## src/sv/u8u16_pkg.sv

```systemverilog
// ----------------------------------------------------------------------------
// u8u16_pkg
// Shared types and constants for the UTF-8 to UTF-16 transcoder: the result
// record, the terminator status codes and the output queue default depth.
// ----------------------------------------------------------------------------
`default_nettype none

package u8u16_pkg;

    // Status carried on the terminator unit.
    typedef enum logic [1:0] {
        END_OK       = 2'd0,
        END_BAD_LEAD = 2'd1,
        END_TRUNC    = 2'd2,
        END_LIMIT    = 2'd3
    } end_status_t;

    // One result request on the output channel.
    typedef struct packed {
        logic [15:0] code_unit;
        logic        is_end;
        logic [1:0]  end_status;
    } result_t;

    // Up to two results produced by one input byte.
    typedef struct packed {
        logic    valid0;
        logic    valid1;
        result_t res0;
        result_t res1;
    } push_t;

    // Surrogate and UTF-8 constants.
    localparam logic [26:0] SUPPLEMENTARY_BASE = 27'h10000;
    localparam logic [15:0] HIGH_SURROGATE     = 16'hD800;
    localparam logic [5:0]  LOW_SURROGATE_TOP  = 6'b110111;

    // Default depth of the output queue (power of two, at least 4).
    localparam int OUTQ_DEPTH_DEFAULT = 8;

endpackage

`default_nettype wire

```

## src/sv/u8u16_decode.sv

```systemverilog
// ----------------------------------------------------------------------------
// u8u16_decode
// Per-byte decoder: holds the partial code point and string state, and turns
// one registered byte into zero, one or two result requests.
// ----------------------------------------------------------------------------
`default_nettype none

module u8u16_decode
    import u8u16_pkg::*;
(
    input  wire logic        clk,
    input  wire logic        rst_n,
    input  wire logic        item_valid,
    input  wire logic [7:0]  item_byte,
    input  wire logic [23:0] code_limit,
    output push_t            push
);

    logic [20:0]  partial_reg,  partial_next;
    logic [1:0]   pending_reg,  pending_next;
    logic [2:0]   seqlen_reg,   seqlen_next;
    logic         halted_reg,   halted_next;
    end_status_t  hstatus_reg,  hstatus_next;
    logic [23:0]  done_reg,     done_next;

    logic         fin;
    logic [20:0]  fin_code;
    logic [2:0]   fin_len;
    logic [20:0]  ext_code;
    logic [26:0]  sur_diff;
    logic [23:0]  done_inc;
    end_status_t  term_status;

    // Continuation byte appended to the partial code point.
    assign ext_code = {partial_reg[14:0], item_byte[5:0]};
    // Offset into the supplementary planes for a surrogate pair.
    assign sur_diff = {6'b0, fin_code} - SUPPLEMENTARY_BASE;
    assign done_inc = done_reg + 24'd1;

    // Status of a terminator given the current string state.
    always_comb
    begin
        if (halted_reg)
        begin
            term_status = hstatus_reg;
        end
        else if (pending_reg != 2'd0)
        begin
            term_status = END_TRUNC;
        end
        else
        begin
            term_status = END_OK;
        end
    end

    // Next-state and result logic for one byte.
    always_comb
    begin
        partial_next = partial_reg;
        pending_next = pending_reg;
        seqlen_next  = seqlen_reg;
        halted_next  = halted_reg;
        hstatus_next = hstatus_reg;
        done_next    = done_reg;
        fin          = 1'b0;
        fin_code     = '0;
        fin_len      = '0;
        push         = '0;

        if (item_valid)
        begin
            if (item_byte == 8'd0)
            begin
                push.valid0          = 1'b1;
                push.res0.code_unit  = 16'd0;
                push.res0.is_end     = 1'b1;
                push.res0.end_status = term_status;
                partial_next = '0;
                pending_next = '0;
                seqlen_next  = '0;
                halted_next  = 1'b0;
                hstatus_next = END_OK;
                done_next    = '0;
            end
            else if (!halted_reg)
            begin
                if (pending_reg != 2'd0)
                begin
                    partial_next = ext_code;
                    pending_next = pending_reg - 2'd1;
                    if (pending_reg == 2'd1)
                    begin
                        fin      = 1'b1;
                        fin_code = ext_code;
                        fin_len  = seqlen_reg;
                    end
                end
                else if (item_byte[7] == 1'b0)
                begin
                    fin      = 1'b1;
                    fin_code = {13'd0, item_byte};
                    fin_len  = 3'd1;
                end
                else if (item_byte[7:5] == 3'b110)
                begin
                    partial_next = {16'd0, item_byte[4:0]};
                    seqlen_next  = 3'd2;
                    pending_next = 2'd1;
                end
                else if (item_byte[7:4] == 4'b1110)
                begin
                    partial_next = {17'd0, item_byte[3:0]};
                    seqlen_next  = 3'd3;
                    pending_next = 2'd2;
                end
                else if (item_byte[7:3] == 5'b11110)
                begin
                    partial_next = {18'd0, item_byte[2:0]};
                    seqlen_next  = 3'd4;
                    pending_next = 2'd3;
                end
                else
                begin
                    halted_next  = 1'b1;
                    hstatus_next = END_BAD_LEAD;
                end
            end
        end

        // A completed code point: emit its unit or surrogate pair and count it.
        if (fin)
        begin
            partial_next = '0;
            seqlen_next  = '0;
            pending_next = '0;
            done_next    = done_inc;
            if ((code_limit != 24'd0) && (done_inc >= code_limit))
            begin
                halted_next  = 1'b1;
                hstatus_next = END_LIMIT;
            end
            push.valid0 = 1'b1;
            if (fin_len == 3'd4)
            begin
                push.valid1          = 1'b1;
                push.res0.code_unit  = sur_diff[25:10] + HIGH_SURROGATE;
                push.res1.code_unit  = {LOW_SURROGATE_TOP, sur_diff[9:0]};
            end
            else
            begin
                push.res0.code_unit  = fin_code[15:0];
            end
        end
    end

    // String state registers.
    always_ff @(posedge clk or negedge rst_n)
    begin
        if (!rst_n)
        begin
            partial_reg <= '0;
            pending_reg <= '0;
            seqlen_reg  <= '0;
            halted_reg  <= 1'b0;
            hstatus_reg <= END_OK;
            done_reg    <= '0;
        end
        else
        begin
            partial_reg <= partial_next;
            pending_reg <= pending_next;
            seqlen_reg  <= seqlen_next;
            halted_reg  <= halted_next;
            hstatus_reg <= hstatus_next;
            done_reg    <= done_next;
        end
    end

endmodule

`default_nettype wire

```

## src/sv/u8u16_outq.sv

```systemverilog
// ----------------------------------------------------------------------------
// u8u16_outq
// Result queue: takes up to two requests per cycle from the decoder and
// hands one per cycle to the output channel while out_ready is high.
// ----------------------------------------------------------------------------
`default_nettype none

module u8u16_outq
    import u8u16_pkg::*;
#(
    parameter int DEPTH = OUTQ_DEPTH_DEFAULT
)
(
    input  wire logic  clk,
    input  wire logic  rst_n,
    input  wire push_t push,
    output logic       room,
    output logic       out_valid,
    input  wire logic  out_ready,
    output result_t    out_res
);

    localparam int PW = $clog2(DEPTH);
    localparam int CW = $clog2(DEPTH + 1);
    localparam logic [CW-1:0] ROOM_LIMIT = CW'(DEPTH - 4);

    result_t         mem [DEPTH];
    logic [PW-1:0]   wr_ptr_reg, wr_ptr_next;
    logic [PW-1:0]   rd_ptr_reg, rd_ptr_next;
    logic [CW-1:0]   count_reg,  count_next;
    logic [PW-1:0]   wr_ptr_plus1;
    logic            pop;
    logic [CW-1:0]   push_cnt;

    assign out_valid    = (count_reg != '0);
    assign out_res      = mem[rd_ptr_reg];
    assign pop          = out_valid && out_ready;
    // Room for two items still in flight plus two more requests.
    assign room         = (count_reg <= ROOM_LIMIT);
    assign wr_ptr_plus1 = wr_ptr_reg + PW'(1);
    assign push_cnt     = CW'({1'b0, push.valid0}) + CW'({1'b0, push.valid1});

    // Pointer and fill count update.
    always_comb
    begin
        wr_ptr_next = wr_ptr_reg + PW'(push_cnt);
        rd_ptr_next = pop ? (rd_ptr_reg + PW'(1)) : rd_ptr_reg;
        count_next  = count_reg + push_cnt - CW'({1'b0, pop});
    end

    always_ff @(posedge clk or negedge rst_n)
    begin
        if (!rst_n)
        begin
            wr_ptr_reg <= '0;
            rd_ptr_reg <= '0;
            count_reg  <= '0;
        end
        else
        begin
            wr_ptr_reg <= wr_ptr_next;
            rd_ptr_reg <= rd_ptr_next;
            count_reg  <= count_next;
        end
    end

    // Queue storage.
    always_ff @(posedge clk)
    begin
        if (push.valid0)
        begin
            mem[wr_ptr_reg] <= push.res0;
        end
        if (push.valid1)
        begin
            mem[wr_ptr_plus1] <= push.res1;
        end
    end

endmodule

`default_nettype wire

```

## src/sv/utf8_to_utf16_transcoder.sv

```systemverilog
// ----------------------------------------------------------------------------
// utf8_to_utf16_transcoder
// Streaming UTF-8 to UTF-16 converter with string terminator status and a
// configurable code point limit.
// ----------------------------------------------------------------------------
//
//  Channel  Signals                             Direction  Moves
//  in       in_valid/in_ready, in_byte          input      one UTF-8 byte
//  out      out_valid/out_ready, code_unit,     output     one UTF-16 unit or
//           is_end, end_status                             terminator
//  cfg      cfg_we, cfg_wdata                   input      code_limit write
//
//  A byte is registered when accepted, decoded in the next cycle and its
//  results are registered into the output queue, from which the first result
//  is then visible. One byte per cycle is taken sustained; a byte is taken
//  while the output queue holds at most DEPTH-4 requests, so a stalled
//  output side stops input once the queue fills. Reset clears all string
//  state, the queue and code_limit.
//
`default_nettype none

module utf8_to_utf16_transcoder
    import u8u16_pkg::*;
#(
    parameter int OUTQ_DEPTH = OUTQ_DEPTH_DEFAULT
)
(
    input  wire logic        clk,
    input  wire logic        rst_n,
    input  wire logic        in_valid,
    output logic             in_ready,
    input  wire logic [7:0]  in_byte,
    output logic             out_valid,
    input  wire logic        out_ready,
    output logic [15:0]      code_unit,
    output logic             is_end,
    output logic [1:0]       end_status,
    input  wire logic        cfg_we,
    input  wire logic [23:0] cfg_wdata
);

    logic        item_valid_reg;
    logic [7:0]  item_byte_reg;
    logic [23:0] code_limit_reg;
    push_t       push;
    logic        room;
    result_t     out_res;

    assign in_ready   = room;
    assign code_unit  = out_res.code_unit;
    assign is_end     = out_res.is_end;
    assign end_status = out_res.end_status;

    // Input register and configuration register.
    always_ff @(posedge clk or negedge rst_n)
    begin
        if (!rst_n)
        begin
            item_valid_reg <= 1'b0;
            code_limit_reg <= '0;
        end
        else
        begin
            item_valid_reg <= in_valid && in_ready;
            if (cfg_we)
            begin
                code_limit_reg <= cfg_wdata;
            end
        end
    end

    always_ff @(posedge clk)
    begin
        if (in_valid && in_ready)
        begin
            item_byte_reg <= in_byte;
        end
    end

    // Byte decoder with string state.
    u8u16_decode u_decode (
        .clk        (clk),
        .rst_n      (rst_n),
        .item_valid (item_valid_reg),
        .item_byte  (item_byte_reg),
        .code_limit (code_limit_reg),
        .push       (push)
    );

    // Result queue toward the output channel.
    u8u16_outq #(
        .DEPTH (OUTQ_DEPTH)
    ) u_outq (
        .clk       (clk),
        .rst_n     (rst_n),
        .push      (push),
        .room      (room),
        .out_valid (out_valid),
        .out_ready (out_ready),
        .out_res   (out_res)
    );

endmodule

`default_nettype wire
```

## config.mk

```make
export PLATFORM = sky130hd
export DESIGN_NAME = utf8_to_utf16_transcoder
export DESIGN_NICKNAME = d
export VERILOG_FILES = /design/src/sv/u8u16_pkg.sv /design/src/sv/u8u16_decode.sv /design/src/sv/u8u16_outq.sv /design/src/sv/utf8_to_utf16_transcoder.sv
export SDC_FILE = /design/constraint.sdc
export NUM_CORES = 1
export LEC_CHECK = 0
export BUFFER_PORTS_ARGS = -buffer_cell sky130_fd_sc_hd__clkbuf_2
export CAP_MARGIN = 20
export CORE_MARGIN = 2
export CORE_UTILIZATION = 67
export DETAILED_ROUTE_END_ITERATION = 10
export GPL_TIMING_DRIVEN = 0
export PLACE_DENSITY = 0.86
export RECOVER_POWER = 100
export SYNTH_ARGS = -nofsm -noshare
export SYNTH_HDL_FRONTEND = slang
export SYNTH_SLANG_ARGS = --single-unit
```

## constraint.sdc

```tcl
create_clock -name clk -period 9.5 [get_ports clk]
set_clock_uncertainty 0.1 [all_clocks]
set_input_delay 0 -clock clk [delete_from_list [all_inputs] [get_ports clk]]
set_output_delay 0 -clock clk [all_outputs]
set_load 0.1 [all_outputs]
```

==> out/qor.yml, run 1 <==
cts_root_buffer: "clkbuf_16"
ioPinCount: 58
synth_edf_count: 128
clockBufferDepth: 3
grt_pass1_vias: 10515
wl_met1_mm: 12.6
gp_congestion: 0.979
synth_seq_cells: 242
arrival_ns: 5.50
rsz0062_at_grt: "false"
r2r-end: "u_outq.mem[2][7]$_DFFE_PP_"
area_growth_pct: 15.2
first_pass_iters: 6
hold_path_class: "input port to register"
drt_wl_total_mm: 37.7
finalSetupViolCount: 0
seq_power_share: 0.365
cts_tree: "done"
power_uw: 3510
synthTopCellsByArea: "edfxtp_1, dfrtp_1, mux4_2"
critical_path_class: "register to register"
antenna_cells: 0
grt_usage: 0.386
clk_pin_slew_ns: 0.06
initialDrtViolationCount: 1480
max_slew.worst_pin.slew_ns: 2.38
synth_adder_area_share: 0.0399
start_util: 0.685
ctsHtreeMaxLevel: 1
cp_cell_sequence: "or3b_1 -> clkbuf_1 -> a211o_1 -> clkbuf_1 -> nor4_1 -> nor2_1 -> inv_1"
cp_slowest_cell: "nor4_1"
wl_met2_mm: 17.5
switching_power_uw: 1350
max_slew_margin: -0.589
synthMuxAreaShare: 0.0905
holdPathStages: 2
cts_buffers: 26
numPortBuffers: 56
worst_path_largest_cell_delay_ns: 1.74
rows: 49
grt_pass1_wl_mm: 57.4
setup_tns_ns: 0
startpoint_type: "register"
drive_gt1_frac: 0.118
fin_nets: 1289
async_flop_share: 0.339
syn_area_mm2: 0.0123
fin_crit_sh: 0.574
synthXorXnorAreaFrac: 0.0228
antenna_found_initial: 0
r2r_start: "item_valid_reg$_DFF_PN0_"
postCtsHoldBufs: 54
synth_cell_types: 61
gr-total-overflow: 0
utilization: 0.789
p_clk_frac: 0.302
peakVddDrop_mv: 0.266
synth_nets: 1148
syn_avg_cell_area_um2: 11.5
fmax_ghz: 0.183
ctsResizeCount: 0
dieArea_mm2: 0.0195
largest_reg_flops: 152
hold_viol_final: 0
path_max_fanout: 15
top_layer_used: "met4"
fp.dieW_um: 139
post-dp-hpwl_mm: 22.6
crit_top_cell: "clkbuf_1"
synth_top_family_by_area: "compound AO/OA/AOI/OAI gates"
cp-end-kind: "register"
violations: "capacitance limit, slew limit"
synthFlopType: "edfxtp_1"
drv_slew: 122
powerDensity_mw_per_mm2: 247
required_ns: 9.55
fin_crit_ns: 5.45
drv_cap: 6
viasPerCell: 7.08
drc: 0
p_leak_uw: 0.00547
wl_met3_mm: 4.71
worstHoldStart: "in_byte[0]"
clock_latency_ns: 0.53
cts.sinks: 242
core_mm2: 0.0180
synth_compound_gate_area_share: 0.157
ant_nets: 0
status: "finished with violations"
ys_seq_area_frac: 0.531
r2r_slack_ns: 4.05
synth-simple-area-share: 0.117
die_y_um: 139
wl_per_cell_um: 25.7
grt_max_degree: 44
synth_warnings: 0
intPower_uw: 2150
cts_setup_buffers: 0
dr_total_vias: 10365
power_switching_share: 0.386
combinationalPowerShare: 0.333
r2r_cells: 7
yosysTopAreaCell: "edfxtp_1"
synth_top_area_frac: 0.313
hold-path-endpoint: "item_byte_reg[0]$_DFFE_PP_"
synthCells: 1073
-- synthesized netlist by cell type (31+ instances only) --
| cell type | instances |
|---|---|
| edfxtp_1 | 128 |
| nand2_1 | 110 |
| o21ai_0 | 85 |
| dfrtp_1 | 82 |
| a22o_1 | 68 |
| inv_1 | 58 |
| clkbuf_1 | 53 |
| nor2_1 | 48 |
| mux4_2 | 38 |
| ha_1 | 36 |
| a21oi_1 | 33 |
| nand3_1 | 33 |
| dfxtp_1 | 32 |
| o22ai_1 | 31 |
-- layout make-up --
type,count,area [µm²]
buffer,72,278
clock buffer,28,679
clock inverter,20,204
fill,1030,3790
inverter,58,218
multi-input combinational,701,5160
sequential,242,6540
tap,229,287
timing repair buffer,113,812
-- how the worst max path moves through the flow --
stage | from | cells past startpoint | slack [ns] | end
2_1_floorplan | u_outq.count_reg[2]$_DFF_PN0_ | 3 | 5.85 | item_byte_reg[0]$_DFFE_PP_
3_3_place_gp | u_decode.done_reg[0]$_DFFE_PN0P_ | 11 | 5.51 | u_decode.halted_reg$_DFF_PN0_
3_5_place_dp | u_decode.done_reg[0]$_DFFE_PN0P_ | 11 | 5.46 | u_decode.hstatus_reg[0]$_DFF_PN0_
4_1_cts | u_decode.done_reg[0]$_DFFE_PN0P_ | 11 | 5.38 | u_decode.hstatus_reg[0]$_DFF_PN0_
5_1_grt | item_valid_reg$_DFF_PN0_ | 7 | 4.10 | u_outq.mem[2][9]$_DFFE_PP_
6_report | item_valid_reg$_DFF_PN0_ | 7 | 4.05 | u_outq.mem[2][7]$_DFFE_PP_
-- routing by layer --
| layer | GRT usage | up-vias |
|---|---|---|
| li1 | - | 4343 |
| met1 | 0.481 | 4825 |
| met2 | 0.619 | 952 |
| met3 | 0.0785 | 245 |
| met4 | 0.252 | 0 |
| met5 | 0 | - |
-- cell families after synthesis --
family                     count (synthesis)
AOI/OAI and AO/OA                        287
and+or+nand+nor                          283
DFF                                      242
buffers and inverters                    130
muxes                                     61
adders and majority gates                 38
xor gates and xnor gates                  32
-- layout by cell type, fill, tap and decap left out, types with 31 or more instances in the layout --
master	instances
o22ai_1	31
inv_1	58
mux4_2	38
clkbuf_1	87
nor2_1	56
dfrtp_1	82
nand2_1	110
nand3_1	33
clkbuf_2	33
edfxtp_1	128
a22o_1	68
dfxtp_1	32
a21oi_1	35
o21ai_0	91
ha_1	36
dlygate4sd3_1	53
-- critical path: cells and delay by family (launching register included) --
kind | cells | cell delay [ns]
buffers and inverters | 3 | 1.29
AO/OA/AOI/OAI | 1 | 0.37
AND/OR/NAND/NOR | 3 | 2.79
flip-flops | 1 | 0.51
-- power by group through the flow --
stage          sequential, µW  combinational [µW]  clock, µW
3_5_place_dp             1290                1130          0
3_3_place_gp             1290                1110          0
5_1_grt                  1290                1240       1090
4_1_cts                  1270                1160       1040
2_1_floorplan            1260                 900          0
6_report                 1280                1170       1060
-- metrics by stage --
stage / hold WS [ns] / setup WS, ns / cells / cell area (µm²)
after floorplan: -0.396 / 5.85 / 1073 / 12300
after global placement: 0.0778 / 5.51 / 1358 / 12900
after detailed placement: -0.0459 / 5.46 / 1359 / 12900
after CTS: 0.0386 / 5.38 / 1461 / 14300
after global routing: 0.0931 / 4.10 / 1463 / 14200
final: 0.0942 / 4.05 / 1463 / 14200
(Power assumes the default switching activity.)
==> inputs of run 2 (changes only) <==
- CORE_UTILIZATION: 67 -> 56
- PLACE_DENSITY: 0.86 -> 0.77
- clock period: 9.5 -> 4.9 ns (I/O delays scaled with it)
==> run 2 against run 1 <==
Compared with the run above: the run still ends with capacitance limit, slew limit left; critical endpoint is now u_outq.mem[0][13]$_DFFE_PP_; clock-buffer cell count increased by 3; wire length decreased by 5.4%; first-iteration DRC count decreased by 21%; sequential power increased by 94%; critical path depth increased by 5.
==> out/qor.yml, run 2 (synthesized netlist as in run 1, its figures left out) <==
ioPinCount: 58  # unchanged
path_max_fanout: 10  # -5
ctsHtreeMaxLevel: 1  # unchanged
gr-total-overflow: 0  # unchanged
hold_viol_final: 0  # unchanged
numPortBuffers: 56  # unchanged
clk_pin_slew_ns: 0.07  # about the same
start_util: 0.567  # -0.118
fin_crit_ns: 4.32  # -1.14 ns
antenna_found_initial: 0  # unchanged
grt_pass1_wl_mm: 54.8  # -4.5%
peakVddDrop_mv: 0.293  # +10%
r2r_start: "item_valid_reg$_DFF_PN0_"
worst_path_largest_cell_delay_ns: 0.90  # -0.84 ns
critical_path_class: "register to register"
final_common_cell: "edfxtp_1"
violations: "capacitance limit, slew limit"
drv_cap: 2  # -4
r2r-end: "u_outq.mem[0][13]$_DFFE_PP_"
status: "finished with violations"
rows: 54  # +10%
rsz0062_at_grt: "false"
drc: 0  # unchanged
drv_slew: 84  # -31%
initialDrtViolationCount: 1162  # -21%
cp_cell_sequence: "or3b_1 -> clkbuf_1 -> a211oi_1 -> clkbuf_1 -> buf_2 -> nand2_1 -> ha_1 -> nor3b_1 -> xnor2_1 -> nand2_1 -> o211ai_1 -> o21ai_0"
grt_usage: 0.303  # -0.0833
fmax_ghz: 0.232  # +26%
powerDensity_mw_per_mm2: 481  # +94%
startpoint_type: "register"
antenna_cells: 0  # unchanged
hold-path-endpoint: "code_limit_reg[20]$_DFFE_PN0P_"
cts.sinks: 242  # unchanged
cts_setup_buffers: 0  # unchanged
ant_nets: 0  # unchanged
wl_per_cell_um: 23.5  # -8.6%
arrival_ns: 4.46  # -1.04 ns
r2r_slack_ns: 0.58  # -3.46 ns
max_slew_margin: -0.725  # -0.135
cp_top_family: "compound AO/OA/AOI/OAI gates"
viasPerCell: 6.57  # -7.3%
mostFrequentLayoutCells: "edfxtp_1, nand2_1, clkbuf_1, o21ai_0, dfrtp_1"
grt_pass1_vias: 9678  # -8.0%
dieArea_mm2: 0.0232  # +19%
first_pass_iters: 6  # unchanged
die_y_um: 152  # +9.1%
max_slew.worst_pin.slew_ns: 2.59  # +0.203 ns
post-dp-hpwl_mm: 22.6  # about the same
core_mm2: 0.0217  # +21%
r2r_cells: 12  # +5
fin_nets: 1290  # +0.078%
cp_num_buf_inv: 3  # unchanged
required_ns: 5.04  # -4.51 ns
dr_total_vias: 9946  # -4.0%
clockBufferDepth: 3  # unchanged
cts_tree: "done"
worstHoldStart: "cfg_we"
fp.dieW_um: 152  # +9.1%
holdPathStages: 4  # +2
place_ws_ns: 0.899  # -4.56 ns
cp-end-kind: "register"
gp_congestion: 0.928  # -5.2%
cp_slowest_cell: "a211oi_1"
grt_max_degree: 48  # +9.1%
clock_latency_ns: 0.53  # about the same
p_leak_uw: 0.00551  # +0.73%
cts_root_buffer: "clkbuf_16"
finalSetupViolCount: 0  # unchanged
cts_buffers: 26  # unchanged
area_growth_pct: 16.6
setup_ws_ns: 0.583  # -3.46 ns
largest_reg_flops: 152  # unchanged
setup_tns_ns: 0  # unchanged
fin_crit_sh: 0.881  # +0.307
hold_path_class: "input port to register"
drt_wl_total_mm: 35.6  # -5.4%
power_uw: 6900  # +97%
drive_gt1_frac: 0.121  # +0.00395
## run 2: cell types whose count changed in the layout (fill, tap and decap cells not counted), moves of 2 or more
cell and delta:
clkinvlp_4 +2, nor4_4 +4, clkinv_1 -4, clkbuf_1 +5
clkinv_2 -3, nor4_1 -4
## run 2: worst max-delay path by stage
stage	from	to	cells past startpoint
after floorplan	u_outq.count_reg[2]$_DFF_PN0_	item_byte_reg[0]$_DFFE_PP_	3
after global placement	item_byte_reg[7]$_DFFE_PP_	u_outq.mem[4][13]$_DFFE_PP_	12
after detailed placement	item_byte_reg[7]$_DFFE_PP_	u_outq.mem[6][13]$_DFFE_PP_	12
after CTS	item_byte_reg[7]$_DFFE_PP_	u_outq.mem[6][13]$_DFFE_PP_	12
after global routing	item_valid_reg$_DFF_PN0_	u_outq.mem[0][13]$_DFFE_PP_	12
final	item_valid_reg$_DFF_PN0_	u_outq.mem[0][13]$_DFFE_PP_	12
## run 2: what timing repair did
action                    CTS  global route
hold endpoints to repair  126             0
hold buffers               54             0
gates resized for setup     0             0
## run 2: tightest hold or removal path, cell delays in order
cell and delay [ns]:
clkbuf_1 0.20, clkbuf_1 0.28, nand2_1 0.10, o21ai_0 0.06
## run 2: metal layers
layer / vias to the layer above / share of wire / GRT usage
met1: 4860 / 0.38 / 0.415
met4: 0 / 0.036 / 0.106
li1: 4342 / - / -
met3: 113 / 0.10 / 0.0503
met2: 631 / 0.48 / 0.495
met5: - / 0 / 0
## run 2: per-stage QoR
| stage | util | hold WS, ns | area [µm²] | std cells |
|---|---|---|---|---|
| 6_report | 0.661 | 0.0592 | 14300 | 1515 |
| 5_1_grt | 0.661 | 0.0956 | 14300 | 1515 |
| 4_1_cts | 0.666 | 0.0286 | 14400 | 1512 |
| 3_5_place_dp | 0.597 | -0.0549 | 13000 | 1410 |
| 3_3_place_gp | 0.596 | 0.0822 | 12900 | 1409 |
| 2_1_floorplan | - | -0.396 | 12300 | 1073 |
## run 2: cell type report
| type | instances | area, µm² |
|---|---|---|
| Timing Repair Buffer | 114 | 812 |
| Inverter | 58 | 218 |
| Tap cell | 280 | 350 |
| Clock inverter | 17 | 231 |
| Multi-Input combinational cell | 701 | 5220 |
| Sequential cell | 242 | 6540 |
| Buffer | 72 | 278 |
| Fill cell | 1621 | 7350 |
| Clock buffer | 31 | 701 |
## run 2: power breakdown
group / internal [µW] / switching [µW] / leakage (µW) / total (µW)
Clock: 1290 / 843 / 0.000449 / 2130
Combinational: 657 / 1630 / 0.00243 / 2280
Sequential: 2310 / 173 / 0.00263 / 2480
